File: config.mk
export PLATFORM = sky130hd
export DESIGN_NAME = length_prefix_deframer_top
export DESIGN_NICKNAME = d
export VERILOG_FILES = /design/src/sv/lpd_pkg.sv /design/src/sv/lpd_in_stage.sv /design/src/sv/lpd_parser.sv /design/src/sv/length_prefix_deframer_top.sv
export VERILOG_INCLUDE_DIRS = /design/src /design/src/sv
export SDC_FILE = /design/constraint.sdc
export NUM_CORES = 1
export LEC_CHECK = 0
export BUFFER_PORTS_ARGS = -buffer_cell sky130_fd_sc_hd__buf_2
export CAP_MARGIN = 40
export CORE_ASPECT_RATIO = 1.2
export CORE_MARGIN = 2
export CORE_UTILIZATION = 55
export DETAILED_ROUTE_END_ITERATION = 8
export PLACE_DENSITY = 0.73
export SLEW_MARGIN = 20
export SYNTH_ARGS = -nofsm -noshare
export SYNTH_HDL_FRONTEND = slang
export SYNTH_SLANG_ARGS = --single-unit
export TNS_END_PERCENT = 10
File: constraint.sdc
create_clock -name aclk -period 3.95 [get_ports aclk]
set_clock_uncertainty 0.05 [all_clocks]
set_input_delay 0.1975 -clock aclk [delete_from_list [all_inputs] [get_ports aclk]]
set_output_delay 0.1975 -clock aclk [all_outputs]
set_load 0.02 [all_outputs]
File: src/sv/length_prefix_deframer_top_assert.svh
// assertion macros for the length prefix deframer
// used by lpd_parser; no other dependencies
`ifndef LENGTH_PREFIX_DEFRAMER_TOP_ASSERT_SVH
`define LENGTH_PREFIX_DEFRAMER_TOP_ASSERT_SVH

// implication checked on every rising clock edge outside reset
`define LPD_ASSERT_IMPLY(lbl, ante, cons, msg) \
    lbl: assert property (@(posedge aclk) disable iff (!aresetn) (ante) |-> (cons)) \
        else $error(msg);

// next-cycle implication checked outside reset
`define LPD_ASSERT_NEXT(lbl, ante, cons, msg) \
    lbl: assert property (@(posedge aclk) disable iff (!aresetn) (ante) |=> (cons)) \
        else $error(msg);

`endif

File: src/sv/lpd_pkg.sv
// shared types and constants for the length prefix deframer
// no dependencies
package lpd_pkg;

    localparam int BYTE_W = 8;
    localparam int LEN_W  = 31;

    localparam logic [LEN_W-1:0] LEN_MAX = {LEN_W{1'b1}};

    typedef logic [BYTE_W-1:0] byte_t;
    typedef logic [LEN_W-1:0]  len_t;

endpackage

File: src/sv/lpd_in_stage.sv
// input register stage of the length prefix deframer
// depends on lpd_pkg
module lpd_in_stage (
    input  logic          aclk,
    input  logic          aresetn,
    input  logic          s_tvalid,
    output logic          s_tready,
    input  lpd_pkg::byte_t s_tdata,
    output logic          in_valid,
    output lpd_pkg::byte_t in_data,
    input  logic          in_take
);
    import lpd_pkg::*;

    logic  valid_reg;
    logic  valid_next;
    byte_t data_reg;

    // register refills whenever it is empty or being drained
    assign s_tready = !valid_reg || in_take;

    always_comb begin
        valid_next = valid_reg;
        if (s_tready) begin
            valid_next = s_tvalid;
        end
    end

    always_ff @(posedge aclk) begin
        if (!aresetn) begin
            valid_reg <= 1'b0;
        end else begin
            valid_reg <= valid_next;
        end
        if (s_tvalid && s_tready) begin
            data_reg <= s_tdata;
        end
    end

    assign in_valid = valid_reg;
    assign in_data  = data_reg;

endmodule

File: src/sv/lpd_parser.sv
// prefix parser, payload counter and result register of the deframer
// depends on lpd_pkg and length_prefix_deframer_top_assert.svh
`include "length_prefix_deframer_top_assert.svh"

module lpd_parser #(
    parameter int HEADER_BYTES = 4
) (
    input  logic           aclk,
    input  logic           aresetn,
    input  logic           in_valid,
    input  lpd_pkg::byte_t in_data,
    output logic           in_take,
    output logic           m_tvalid,
    input  logic           m_tready,
    output lpd_pkg::byte_t m_tdata,
    output logic           m_tlast,
    output logic           m_tuser
);
    import lpd_pkg::*;

    localparam int FULL_W = BYTE_W * HEADER_BYTES;
    localparam int HDR_W  = BYTE_W * (HEADER_BYTES - 1);
    localparam int HCNT_W = $clog2(HEADER_BYTES);
    localparam logic [HCNT_W-1:0] HCNT_LAST = HCNT_W'(HEADER_BYTES - 1);

    logic [HCNT_W-1:0] hdr_cnt_reg, hdr_cnt_next;
    logic [HDR_W-1:0]  hdr_bytes_reg, hdr_bytes_next;
    len_t              msg_len_reg, msg_len_next;
    len_t              pay_cnt_reg, pay_cnt_next;
    logic              dead_reg, dead_next;
    logic              out_valid_reg, out_valid_next;
    byte_t             out_data_reg, out_data_next;
    logic              out_last_reg, out_last_next;
    logic              out_err_reg, out_err_next;

    logic [FULL_W-1:0] full_prefix;
    len_t              len_from_prefix;
    len_t              pay_cnt_inc;
    logic              advance;
    logic              load_out;

    // an item moves on when the result register can take a beat
    assign advance = in_valid && (!out_valid_reg || m_tready);
    assign in_take = advance;

    assign full_prefix = {hdr_bytes_reg, in_data};
    assign pay_cnt_inc = pay_cnt_reg + 1'b1;

    // non-negative prefix, saturated to the length register
    if (FULL_W - 1 > LEN_W) begin : g_sat
        assign len_from_prefix = (|full_prefix[FULL_W-2:LEN_W]) ? LEN_MAX
                                                                : full_prefix[LEN_W-1:0];
    end else begin : g_fit
        assign len_from_prefix = LEN_W'(full_prefix[FULL_W-2:0]);
    end

    // next state and result
    always_comb begin
        hdr_cnt_next   = hdr_cnt_reg;
        hdr_bytes_next = hdr_bytes_reg;
        msg_len_next   = msg_len_reg;
        pay_cnt_next   = pay_cnt_reg;
        dead_next      = dead_reg;
        load_out       = 1'b0;
        out_data_next  = out_data_reg;
        out_last_next  = out_last_reg;
        out_err_next   = out_err_reg;
        if (advance && !dead_reg) begin
            if (msg_len_reg != '0) begin
                // payload beat
                load_out      = 1'b1;
                out_data_next = in_data;
                out_err_next  = 1'b0;
                out_last_next = (pay_cnt_inc >= msg_len_reg);
                if (pay_cnt_inc >= msg_len_reg) begin
                    msg_len_next = '0;
                    pay_cnt_next = '0;
                end else begin
                    pay_cnt_next = pay_cnt_inc;
                end
            end else if (hdr_cnt_reg != HCNT_LAST) begin
                // early prefix byte
                hdr_bytes_next = full_prefix[HDR_W-1:0];
                hdr_cnt_next   = hdr_cnt_reg + 1'b1;
            end else begin
                // final prefix byte
                hdr_cnt_next   = '0;
                hdr_bytes_next = '0;
                pay_cnt_next   = '0;
                if (full_prefix[FULL_W-1]) begin
                    dead_next     = 1'b1;
                    msg_len_next  = '0;
                    load_out      = 1'b1;
                    out_data_next = '0;
                    out_last_next = 1'b0;
                    out_err_next  = 1'b1;
                end else begin
                    msg_len_next = len_from_prefix;
                end
            end
        end
        out_valid_next = out_valid_reg;
        if (load_out) begin
            out_valid_next = 1'b1;
        end else if (m_tready) begin
            out_valid_next = 1'b0;
        end
    end

    always_ff @(posedge aclk) begin
        if (!aresetn) begin
            hdr_cnt_reg   <= '0;
            hdr_bytes_reg <= '0;
            msg_len_reg   <= '0;
            pay_cnt_reg   <= '0;
            dead_reg      <= 1'b0;
            out_valid_reg <= 1'b0;
        end else begin
            hdr_cnt_reg   <= hdr_cnt_next;
            hdr_bytes_reg <= hdr_bytes_next;
            msg_len_reg   <= msg_len_next;
            pay_cnt_reg   <= pay_cnt_next;
            dead_reg      <= dead_next;
            out_valid_reg <= out_valid_next;
        end
        out_data_reg <= out_data_next;
        out_last_reg <= out_last_next;
        out_err_reg  <= out_err_next;
    end

    assign m_tvalid = out_valid_reg;
    assign m_tdata  = out_data_reg;
    assign m_tlast  = out_last_reg;
    assign m_tuser  = out_err_reg;

    // checks
    `LPD_ASSERT_IMPLY(a_err_no_payload, out_valid_reg && out_err_reg,
        (out_data_reg == '0) && !out_last_reg, "sync error beat carries payload")
    `LPD_ASSERT_NEXT(a_dead_sticky, dead_reg, dead_reg, "dead link came back up")
    `LPD_ASSERT_NEXT(a_dead_silent, dead_reg && (!out_valid_reg || m_tready),
        !out_valid_reg, "result produced on a dead link")
    `LPD_ASSERT_IMPLY(a_count_below_len, msg_len_reg != '0,
        pay_cnt_reg < msg_len_reg, "payload count reached message length")
    `LPD_ASSERT_IMPLY(a_no_hdr_in_payload, msg_len_reg != '0,
        hdr_cnt_reg == '0, "prefix count moved during payload")

endmodule

File: src/sv/length_prefix_deframer_top.sv
// top level of the length prefix deframer
// depends on lpd_pkg, lpd_in_stage and lpd_parser
//
// usage:
//   s_ channel takes the received link stream, one byte per beat in s_tdata.
//   each message is a HEADER_BYTES big-endian length prefix and then that
//   many payload bytes. m_ channel gives payload bytes in m_tdata, with
//   m_tlast on the byte that completes a message. zero-length messages
//   give no beat. a prefix with its top bit set gives one beat with
//   m_tuser high and m_tdata, m_tlast zero; after that every byte is
//   taken and dropped until reset.
//   a payload byte passes through the input register and then the result
//   register on its way from s_ to m_.
//   throughput: one byte per cycle while m_tready stays high, set by the
//   parser step between those two registers.
//   reset (aresetn low, synchronous) empties both registers, clears the
//   prefix and payload counters and brings the link up.
//   when m_tready is low the result beat holds; the input register still
//   takes one more byte, then s_tready drops until the result drains.
module length_prefix_deframer_top #(
    parameter int HEADER_BYTES = 4
) (
    input  logic           aclk,
    input  logic           aresetn,
    input  logic           s_tvalid,
    output logic           s_tready,
    input  lpd_pkg::byte_t s_tdata,   // [7:0] data_byte
    output logic           m_tvalid,
    input  logic           m_tready,
    output lpd_pkg::byte_t m_tdata,   // [7:0] payload_byte
    output logic           m_tlast,   // last_of_message
    output logic           m_tuser    // [0] sync_error
);
    import lpd_pkg::*;

    logic  in_valid;
    byte_t in_data;
    logic  in_take;

    // input register
    lpd_in_stage u_in_stage (
        .aclk     (aclk),
        .aresetn  (aresetn),
        .s_tvalid (s_tvalid),
        .s_tready (s_tready),
        .s_tdata  (s_tdata),
        .in_valid (in_valid),
        .in_data  (in_data),
        .in_take  (in_take)
    );

    // prefix parser and result register
    lpd_parser #(
        .HEADER_BYTES (HEADER_BYTES)
    ) u_parser (
        .aclk     (aclk),
        .aresetn  (aresetn),
        .in_valid (in_valid),
        .in_data  (in_data),
        .in_take  (in_take),
        .m_tvalid (m_tvalid),
        .m_tready (m_tready),
        .m_tdata  (m_tdata),
        .m_tlast  (m_tlast),
        .m_tuser  (m_tuser)
    );

endmodule

==> results of run 1 <==
==> stage by stage <==
| stage | worst slack, ps | setup TNS (ps) |
|---|---|---|
| final | 80.65 | 0 |
| after global routing | -10.52 | -10.52 |
| after CTS | 14.79 | 0 |
| after detailed placement | -71.56 | -1643 |
| after global placement | -39.72 | -1136 |
| after floorplan | 328.1 | 0 |
==> worst max-delay path, cell delays in order, from the launching register on <==
cell      delay (ps)
dfxtp_2          380
ha_4             170
and3_4           210
nand4_1          230
nand2b_4         230
nor2_2           150
and3_4           210
xor2_2            70
ha_1             320
and4_4           260
nand4_1          180
nor4_2           380
o31ai_2          130
and4_4           220
a21o_4           300
a22o_1           260
==> cells in the final DEF (no fill, tap or decap), types with 3 or more instances in the layout <==
cell,synthesis,final
o21ai_0,3,3
nor2_2,1,3
xor2_1,9,7
nor2b_1,9,9
a21oi_1,42,42
and2_1,5,5
buf_4,0,17
a22o_1,31,31
a21o_1,9,9
xnor2_1,16,16
dfxtp_2,0,4
o21bai_1,3,3
ha_1,33,32
dlygate4sd3_1,0,8
nand3_1,14,14
edfxtp_1,18,18
and3_1,33,31
buf_2,8,23
nand2b_1,14,13
nor2_1,41,39
clkbuf_16,0,9
nor3_1,8,6
nand4_1,21,21
a41o_1,3,3
and4_1,6,5
o21ai_1,3,3
nand2_1,70,70
dfxtp_1,91,87
nor4_1,7,7
inv_1,36,36
==> cell type report <==
| cell class | instances | area (sq um) |
|---|---|---|
| sequential | 109 | 2367 |
| inverter | 36 | 135.1 |
| clock inverter | 7 | 80.08 |
| multi-input combinational | 403 | 2713 |
| tap | 123 | 153.9 |
| fill | 769 | 3421 |
| timing repair buffer | 48 | 322.8 |
| clock buffer | 9 | 225.2 |
==> where the power goes <==
| part | switching (mW) | leakage, nW | internal [mW] |
|---|---|---|---|
| combinational | 0.0408 | 1.59 | 0.0261 |
| clock | 0.446 | 0.145 | 0.450 |
| sequential | 0.0114 | 0.924 | 1.14 |
==> final timing paths <==
| path | cells after the start | start | end | slack [ps] |
|---|---|---|---|---|
| max | 15 | u_parser.pay_cnt_reg[1]$_SDFFE_PN0P_ | u_parser.msg_len_reg[1]$_SDFFE_PN0P_ | 80 |
| min | 3 | s_tvalid | u_in_stage.in_valid$_SDFFE_PN0N_ | 10 |
| max reg2reg | 15 | u_parser.pay_cnt_reg[1]$_SDFFE_PN0P_ | u_parser.msg_len_reg[1]$_SDFFE_PN0P_ | 80 |
| min reg2reg | 1 | u_parser.hdr_bytes_reg[21]$_SDFFE_PN0P_ | u_parser.msg_len_reg[29]$_SDFFE_PN0P_ | 420 |
==> cells by family (layout without fill, tap and decap cells) <==
kind of cell	after synthesis	count (layout)
buf+inv	61	100
simple gates	242	242
compound gates	102	103
xor+xnor	25	25
fa+ha+maj	33	33
flops	109	109
==> per-layer routing <==
layer	share of wire [%]	wire [microns]	vias up
met1	44	5184	1965
met4	2.2	253	0
met5	0	0	-
li1	-	-	2092
met2	50	5819	97
met3	3.6	423	17
==> what timing repair did <==
action	in CTS	in global routing
endpoints found under the hold margin	8	0
endpoints found under the setup margin	31	53
gates resized for setup	0	18
setup buffers	0	2
cloned	0	1
pin swaps	1	4
hold buffers	8	0
==> qor.yml, run 1 <==
worst_setup_path:
  path_max_fanout: 16
  path_class: "reg2reg"
  endpoint_kind: "register"
  worstPathArrival_ps: 4070
  crit_required_ps: 4150
  start_kind: "register"
sta:
  holdWs_ps: 10.72
  setup_viol: 0
  tightest_slew_ps: 743.8
  final_max_slew_viol_count: 0
  fmax_mhz: 258.4
  layout_min_cycle_time_ps: 3869
  period_share_pct: 97.96
  finalHoldViolCount: 0
  slew_headroom_pct: 50.42
grt:
  grt_max_degree: 33
  grt_usage_pct: 22.87
  grt-busiest-layer: "met2"
  grt_pass1_wl_microns: 18720
  antenna_found_initial: 0
  grt_pass1_vias: 3953
  grtUsageMet3_pct: 3.467
  grt.met1_usage_pct: 29.55
  gr-total-overflow: 0
  grtUsageMet2_pct: 38.60
final_layout:
  fin_util_pct: 63.68
  layout.nets: 652
  final_cells: 735
  area_delta_synth_final_pct: 14.36
  postLayoutCellArea_sq_um: 5997
  num_antenna_cells: 0
  drive_gt1_share_pct: 13.40
clocking:
  cts_sinks: 109
  htreeDepth: 3
  insertion_delay_ps: 360
  tritoncts: "built"
  ctsLongestPathBuffers: 2
  ctsRootBufferMaster: "clkbuf_16"
  clk_pin_slew_ps: 80
  numCtsBuffers: 9
floorplanning:
  start_util_pct: 55.68
  row_count: 39
  io_pins: 24
  die_h_microns: 111.0
  die_w_microns: 93.14
  dieArea_sq_um: 10330
  core_region_area_sq_um: 9418
logic_synthesis:
  synth_top_family_by_area: "simple AND/OR/NAND/NOR gates"
  yosysWarnings: 0
  synth_seq_area_share_pct: 45.05
  synth_xor_area_share_pct: 4.176
  ys_ff_latch: 109
  synth_compound_area_share_pct: 13.48
  synth.area.top_cells: "dfxtp_1 35%, edfxtp_1 10%, ha_1 7.9%"
  async_flop_share_pct: 0
  synth_mux_area_share_pct: 0
  syn-num-nets: 617
  avgSynthCellArea_sq_um: 9.167
  synthCells: 572
  yosys.area_share.simple_pct: 24.43
  yosysUniqueCellTypes: 47
  yosys.area.top_type: "dfxtp_1"
  synthAdderAreaFrac_pct: 7.874
  synth_top_area_share_pct: 34.74
  syn_area_sq_um: 5244
  synthTopCellsByCount: "91 x dfxtp_1, 70 x nand2_1, 42 x a21oi_1"
  yosys_most_used_dff: "dfxtp_1"
  synth_most_common_cell: "dfxtp_1"
  synth-edff-count: 18
worst_hold_path:
  hp-class: "in2reg"
power:
  p_leak_nw: 2.664
  total_power_mw: 2.114
  irDropWorstVdd_mv: 0.3264
  powerDensity_nw_per_um2: 352.5
placement:
  hpwl_microns: 8198
  dp.cells: 708
  io_buffers: 23
  placed_area_sq_um: 5508
  place_congestion: 0.8742
routing:
  detail-route-antenna-nets: 0
  num_vias: 4171
  detail_route.vias_per_cell: 5.675
  wirelength_microns: 11680
  drcViolationCount: 0
  drt-pass1-iter-count: 5
  drt_iter0_markers: 237
  wire_per_inst_microns: 15.89
run_status:
  status: "complete, no violations"
flow_run:
  cap_violations: 0
Note: power is estimated with default switching activity, not from simulation.
==> inputs of run 2 (changes only) <==
--- a/config.mk
+++ b/config.mk
@@ -12,9 +12,10 @@
 export CORE_MARGIN = 2
 export CORE_UTILIZATION = 55
 export DETAILED_ROUTE_END_ITERATION = 8
-export PLACE_DENSITY = 0.73
+export PLACE_DENSITY = 0.72
 export SLEW_MARGIN = 20
 export SYNTH_ARGS = -nofsm -noshare
 export SYNTH_HDL_FRONTEND = slang
+export SYNTH_HIERARCHICAL = 1
 export SYNTH_SLANG_ARGS = --single-unit
 export TNS_END_PERCENT = 10
==> run 2 against run 1 <==
Against the previous run:
- combinational power rose by 34%
- register-to-register slack improved by 110 ps
- synthesized area rose by 0.26%
- sequential power barely moved
- critical path depth fell by 2
- setup slack improved by 110 ps
- maximum frequency rose by 2.9%
- sequential share of layout area fell by 0.47 points
- largest power group unchanged
- highest routed layer unchanged
==> qor.yml, run 2 <==
final_layout:
  fin_util_pct: 64.32
  area_delta_synth_final_pct: 15.21
  seq_area_sq_um: 2362
  layout_common_cells: "91 x dfxtp_1, 55 x a22o_1, 39 x a21oi_1"
  num_antenna_cells: 0
  postLayoutCellArea_sq_um: 6057
  fillers: 743
  layout.nets: 617
  final_cells: 700
  multi_input_area_sq_um: 2660
  mostFrequentLayoutCell: "dfxtp_1"
  drive_gt1_share_pct: 15.25
logic_synthesis:
  async_flop_share_pct: 0
  synthCells: 530
  yosysWarnings: 6
  yosys.area.top_type: "dfxtp_1"
  synthTopCellsByCount: "91 x dfxtp_1, 55 x a22o_1, 39 x a21oi_1"
  syn-num-nets: 575
  synth_top_area_share_pct: 34.65
  ys_ff_latch: 109
  yosys_most_used_dff: "dfxtp_1"
  syn_area_sq_um: 5258
  synth.area.top_cells: "dfxtp_1 35%, edfxtp_1 10%, a22o_1 9.2%"
  synth_most_common_cell: "dfxtp_1"
  synth-edff-count: 18
  avgSynthCellArea_sq_um: 9.920
  yosysUniqueCellTypes: 55
  synth_seq_area_share_pct: 44.93
worst_setup_path:
  r2r_cells: 13
  worstPathArrival_ps: 3950
  endpoint_kind: "register"
  r2r-start: "u_parser/pay_cnt_reg[6]$_SDFFE_PN0P_"
  path_max_fanout: 12
  crit_required_ps: 4140
  start_kind: "register"
  rr_endpoint: "u_parser/pay_cnt_reg[2]$_SDFFE_PN0P_"
  path_class: "reg2reg"
  reg2reg_slack_ps: 190
power:
  power.share.clock_pct: 44.3
  powerDensity_nw_per_um2: 369.5
  comb_power_share_pct: 4.0
  total_power_mw: 2.238
  p_seq_share_pct: 51.7
  irDropWorstVdd_mv: 0.3671
  p_int_mw: 1.748
  switching_power_mw: 0.4896
  p_leak_nw: 2.345
  swShare_pct: 21.88
sta:
  layout_min_cycle_time_ps: 3761
  holdWs_ps: 52.51
  finalHoldViolCount: 0
  tightest_slew_ps: 761.3
  fmax_mhz: 265.9
  final_max_slew_viol_count: 0
  slew_headroom_pct: 49.25
  setup_tns_ps: 0
  setup_slack_ps: 188.6
  period_share_pct: 95.23
  setup_viol: 0
clocking:
  ctsLongestPathBuffers: 2
  ctsRootBufferMaster: "clkbuf_16"
  clk_pin_slew_ps: 70
  numCtsBuffers: 9
  insertion_delay_ps: 350
  cts_setup_buffers: 0
  cts_sinks: 109
  tritoncts: "built"
  htreeDepth: 3
routing:
  detail-route-antenna-nets: 0
  wire_per_inst_microns: 16.18
  detail_route.vias_per_cell: 5.733
  drcViolationCount: 0
  wirelength_microns: 11330
  num_vias: 4013
  drt_iter0_markers: 182
  drt-pass1-iter-count: 5
floorplanning:
  core_region_area_sq_um: 9418
  dieArea_sq_um: 10360
  io_pins: 24
  row_count: 39
  start_util_pct: 55.83
  die_h_microns: 111.1
  die_w_microns: 93.25
flow_run:
  cap_violations: 0
grt:
  grt_max_degree: 33
  antenna_found_initial: 0
  grt_pass1_wl_microns: 19200
  grt_usage_pct: 23.18
  grt_pass1_vias: 4019
  gr-total-overflow: 0
placement:
  place_congestion: 0.7837
  placed_area_sq_um: 5618
  hpwl_microns: 8133
  dp_slack_ps: 135.4
  dp.cells: 676
  io_buffers: 23
worst_hold_path:
  hold_depth: 3
  hp-class: "in2reg"
  worst_hold_path.endpoint: "u_in_stage/in_valid$_SDFFE_PN0P_"
  hp-start: "s_tvalid"
run_status:
  status: "complete, no violations"
[run 2: critical path: stages, from the launching register on]
cell and delay (ps):
dfxtp_1 440, and4_2 310, and4b_1 250, and2_1 180
buf_4 130, nand4_1 110, xnor2_1 190, ha_1 330
nand4_1 140, buf_4 160, or4_4 560, o211ai_4 400
o21bai_1 110, mux2_2 270
[run 2: how the worst max path moves through the flow]
stage,depth (start not counted),to,slack [ps],startpoint
2_1_floorplan,14,u_parser/pay_cnt_reg[23]$_SDFFE_PN0P_,660,u_parser/pay_cnt_reg[0]$_SDFFE_PN0P_
3_3_place_gp,14,u_parser/msg_len_reg[26]$_SDFFE_PN0P_,20,u_parser/pay_cnt_reg[6]$_SDFFE_PN0P_
3_5_place_dp,14,u_parser/pay_cnt_reg[2]$_SDFFE_PN0P_,140,u_parser/pay_cnt_reg[1]$_SDFFE_PN0P_
4_1_cts,13,u_parser/pay_cnt_reg[2]$_SDFFE_PN0P_,120,u_parser/pay_cnt_reg[6]$_SDFFE_PN0P_
5_1_grt,13,u_parser/msg_len_reg[16]$_SDFFE_PN0P_,-5,u_parser/pay_cnt_reg[4]$_SDFFE_PN0P_
6_report,13,u_parser/pay_cnt_reg[2]$_SDFFE_PN0P_,190,u_parser/pay_cnt_reg[6]$_SDFFE_PN0P_
[run 2: kinds of logic (layout without fill, tap and decap cells)]
logic type                 Yosys count  count (layout)  synth area share [%]
AOI/OAI and AO/OA                  124             124                 17.52
xor gates and xnor gates            28              28                 4.664
adders and majority gates           33              33                 7.853
buffers and inverters               63             110                 5.164
DFF                                109             109                 44.93
muxes                                2               2                0.4046
and+or+nand+nor                    171             171                 19.47
[run 2: timing repair]
| item | CTS | global route |
|---|---|---|
| setup endpoints to repair | 0 | 35 |
| hold endpoints to repair | 8 | 0 |
| hold buffers | 8 | 0 |
| resized for setup | 0 | 5 |
[run 2: final cells by class]
class	count	area share, %
flip-flops and latches	109	39.00
clock inverters	7	1.715
multi-input cells	358	43.92
well taps	123	2.541
repair buffers	60	7.003
clock buffers	9	3.718
inverters	34	2.107
[run 2: metal layers]
metal	track usage [%]	part of all wire, %	up-vias	wire length [microns]
met3	2.923	3.0	18	339
met5	0	0	-	0
met4	9.902	2.5	0	281
met2	38.71	49	73	5597
li1	-	-	1993	-
met1	29.94	45	1929	5106
[run 2: power groups by stage]
stage	Clock [mW]	Combinational [mW]	Sequential, mW
finish	0.991	0.0897	1.16
global route	1.04	0.0998	1.16
CTS	1.01	0.0888	1.16
detailed placement	0	0.0821	1.18
global placement	0	0.0778	1.18
floorplan	0	0.0634	1.18
==> inputs of run 3 (changes only) <==
--- a/config.mk
+++ b/config.mk
@@ -12,7 +12,7 @@
 export CORE_MARGIN = 2
 export CORE_UTILIZATION = 55
 export DETAILED_ROUTE_END_ITERATION = 8
-export PLACE_DENSITY = 0.72
+export PLACE_DENSITY = 0.79
 export SLEW_MARGIN = 20
 export SYNTH_ARGS = -nofsm -noshare
 export SYNTH_HDL_FRONTEND = slang
==> run 3 against run 2 <==
Against the previous run:
- hold slack gained 15 ps
- maximum frequency rose by 1.7%
- flip-flop and latch count unchanged
- largest cell class unchanged
- combinational power about the same
- sequential power barely moved
- global-route usage is 0.62 points lower
- core utilization is 0.57 points lower
- final cell count down 0.29%
- via count rose by 0.92%
- die area unchanged
==> qor.yml, run 3 (synthesized netlist as in run 2, its figures left out) <==
run_status:
  status: "complete, no violations"
clocking:
  htreeDepth: 3
  clk_pin_slew_ps: 70
  cts_setup_buffers: 0
  ctsLongestPathBuffers: 2
  cts_sinks: 109
  tritoncts: "built"
  numCtsBuffers: 9
  ctsRootBufferMaster: "clkbuf_16"
  insertion_delay_ps: 350
power:
  p_seq_share_pct: 54.6
  comb_power_share_pct: 4.2
  power.share.clock_pct: 41.2
  irDropWorstVdd_mv: 0.2843
  switching_power_mw: 0.4945
  powerDensity_nw_per_um2: 352.9
  p_int_mw: 1.624
  p_leak_nw: 2.315
  swShare_pct: 23.34
worst_setup_path:
  path_class: "reg2reg"
  crit_end: "u_parser/msg_len_reg[23]$_SDFFE_PN0P_"
  crit_path_cell_trace: "and4_1, and4b_1, and2_1, buf_4, nand4_1, xnor2_1, ha_1, nand4_1, buf_4, or4_4, o21ai_4, o21bai_4, buf_8, a22o_1"
  start_kind: "register"
  r2r_cells: 14
  cp_slowest_stage_delay_ps: 550
  r2r-start: "u_parser/pay_cnt_reg[6]$_SDFFE_PN0P_"
  crit_required_ps: 4140
  reg2reg_slack_ps: 250
  crit_path_start: "u_parser/pay_cnt_reg[6]$_SDFFE_PN0P_"
  path_max_fanout: 17
  rr_endpoint: "u_parser/msg_len_reg[23]$_SDFFE_PN0P_"
  slowest_stage: "or4_4"
  endpoint_kind: "register"
  worstPathArrival_ps: 3890
sta:
  setup_viol: 0
  holdWs_ps: 67.10
  final_max_slew_viol_count: 0
  layout_min_cycle_time_ps: 3699
  setup_tns_ps: 0
  finalHoldViolCount: 0
  fmax_mhz: 270.4
  slew_headroom_pct: 64.20
  period_share_pct: 93.64
  rsz0062_at_grt: "false"
  tightest_slew_ps: 537.0
placement:
  place_congestion: 0.8219
  hpwl_microns: 8154
  io_buffers: 23
routing:
  num_vias: 4050
  wire_per_inst_microns: 15.99
  drcViolationCount: 0
  wirelength_microns: 11160
  detail-route-antenna-nets: 0
  drt_iter0_markers: 199
  detail_route.vias_per_cell: 5.802
  drt-pass1-iter-count: 4
grt:
  antenna_found_initial: 0
  grt_pass1_vias: 3949
  grt_max_degree: 53
  gr-total-overflow: 0
  grt_pass1_wl_microns: 18620
  grt_usage_pct: 22.56
worst_hold_path:
  hp-class: "in2reg"
flow_run:
  cap_violations: 0
floorplanning:
  die_w_microns: 93.25
  die_h_microns: 111.1
  io_pins: 24
  dieArea_sq_um: 10360
  core_region_area_sq_um: 9418
  start_util_pct: 55.83
  row_count: 39
final_layout:
  mostFrequentLayoutCell: "dfxtp_1"
  num_antenna_cells: 0
  layout.nets: 615
  layout_common_cells: "90 x dfxtp_1, 55 x a22o_1, 39 x a21oi_1"
  area_delta_synth_final_pct: 14.18
  drive_gt1_share_pct: 15.13
[run 3: power groups by stage]
stage	registers (mW)	clock network (mW)	logic, mW
2_1_floorplan	1.18	0	0.0634
3_3_place_gp	1.18	0	0.0766
3_5_place_dp	1.18	0	0.0821
4_1_cts	1.16	0.893	0.0885
5_1_grt	1.16	0.933	0.0994
6_report	1.16	0.872	0.0896
[run 3: cell type report]
cell class	count	area, sq um
well taps	123	153.9
clock inverters	7	66.31
inverters	34	127.6
clock buffers	9	225.2
multi-input cells	358	2654
fillers	718	3415
flip-flops and latches	109	2364
repair buffers	58	412.9
[run 3: repair_timing]
item,in CTS,in global routing
endpoints found under the setup margin,0,37
resized for setup,0,4
hold buffers,8,0
hold endpoints to repair,8,0
[run 3: worst min path at each step]
stage	startpoint	to	slack, ps	depth (start not counted)
global placement	s_tdata[6]	u_in_stage/in_data[6]$_DFFE_PP_	320	1
detailed placement	s_tdata[6]	u_in_stage/in_data[6]$_DFFE_PP_	330	1
global route	s_tvalid	u_in_stage/in_valid$_SDFFE_PN0P_	50	3
CTS	s_tvalid	u_in_stage/in_valid$_SDFFE_PN0P_	40	3
finish	s_tvalid	u_in_stage/in_valid$_SDFFE_PN0P_	70	3
floorplan	s_tdata[0]	u_in_stage/in_data[0]$_DFFE_PP_	250	0
[run 3: layer usage]
metal | track usage [%] | vias up | wire, microns
met5 | 0 | - | 0
met1 | 27.52 | 1962 | 4830
met2 | 39.14 | 73 | 5712
met4 | 10.29 | 0 | 276
li1 | - | 1996 | -
met3 | 2.787 | 19 | 343
[run 3: worst max-delay path: cells and delay by family (launching register included)]
kind	cells	cell delay, ps
flip-flops	1	440
AND/OR/NAND/NOR	6	1540
AO/OA/AOI/OAI	3	550
XOR/XNOR	1	180
adder cells (fa/ha/maj)	1	320
buffers and inverters	3	490
[run 3: through the flow]
step | power [mW] | utilization (%) | instance area, sq um | cells | setup slack, ps
2_1_floorplan | 1.240 | - | 5258 | 530 | 661.4
3_3_place_gp | 1.258 | 59.13 | 5569 | 671 | 62.26
3_5_place_dp | 1.264 | 59.53 | 5607 | 674 | 131.9
4_1_cts | 2.138 | 63.48 | 5978 | 698 | 97.23
5_1_grt | 2.191 | 63.74 | 6003 | 698 | 17.98
6_report | 2.119 | 63.74 | 6003 | 698 | 251.3
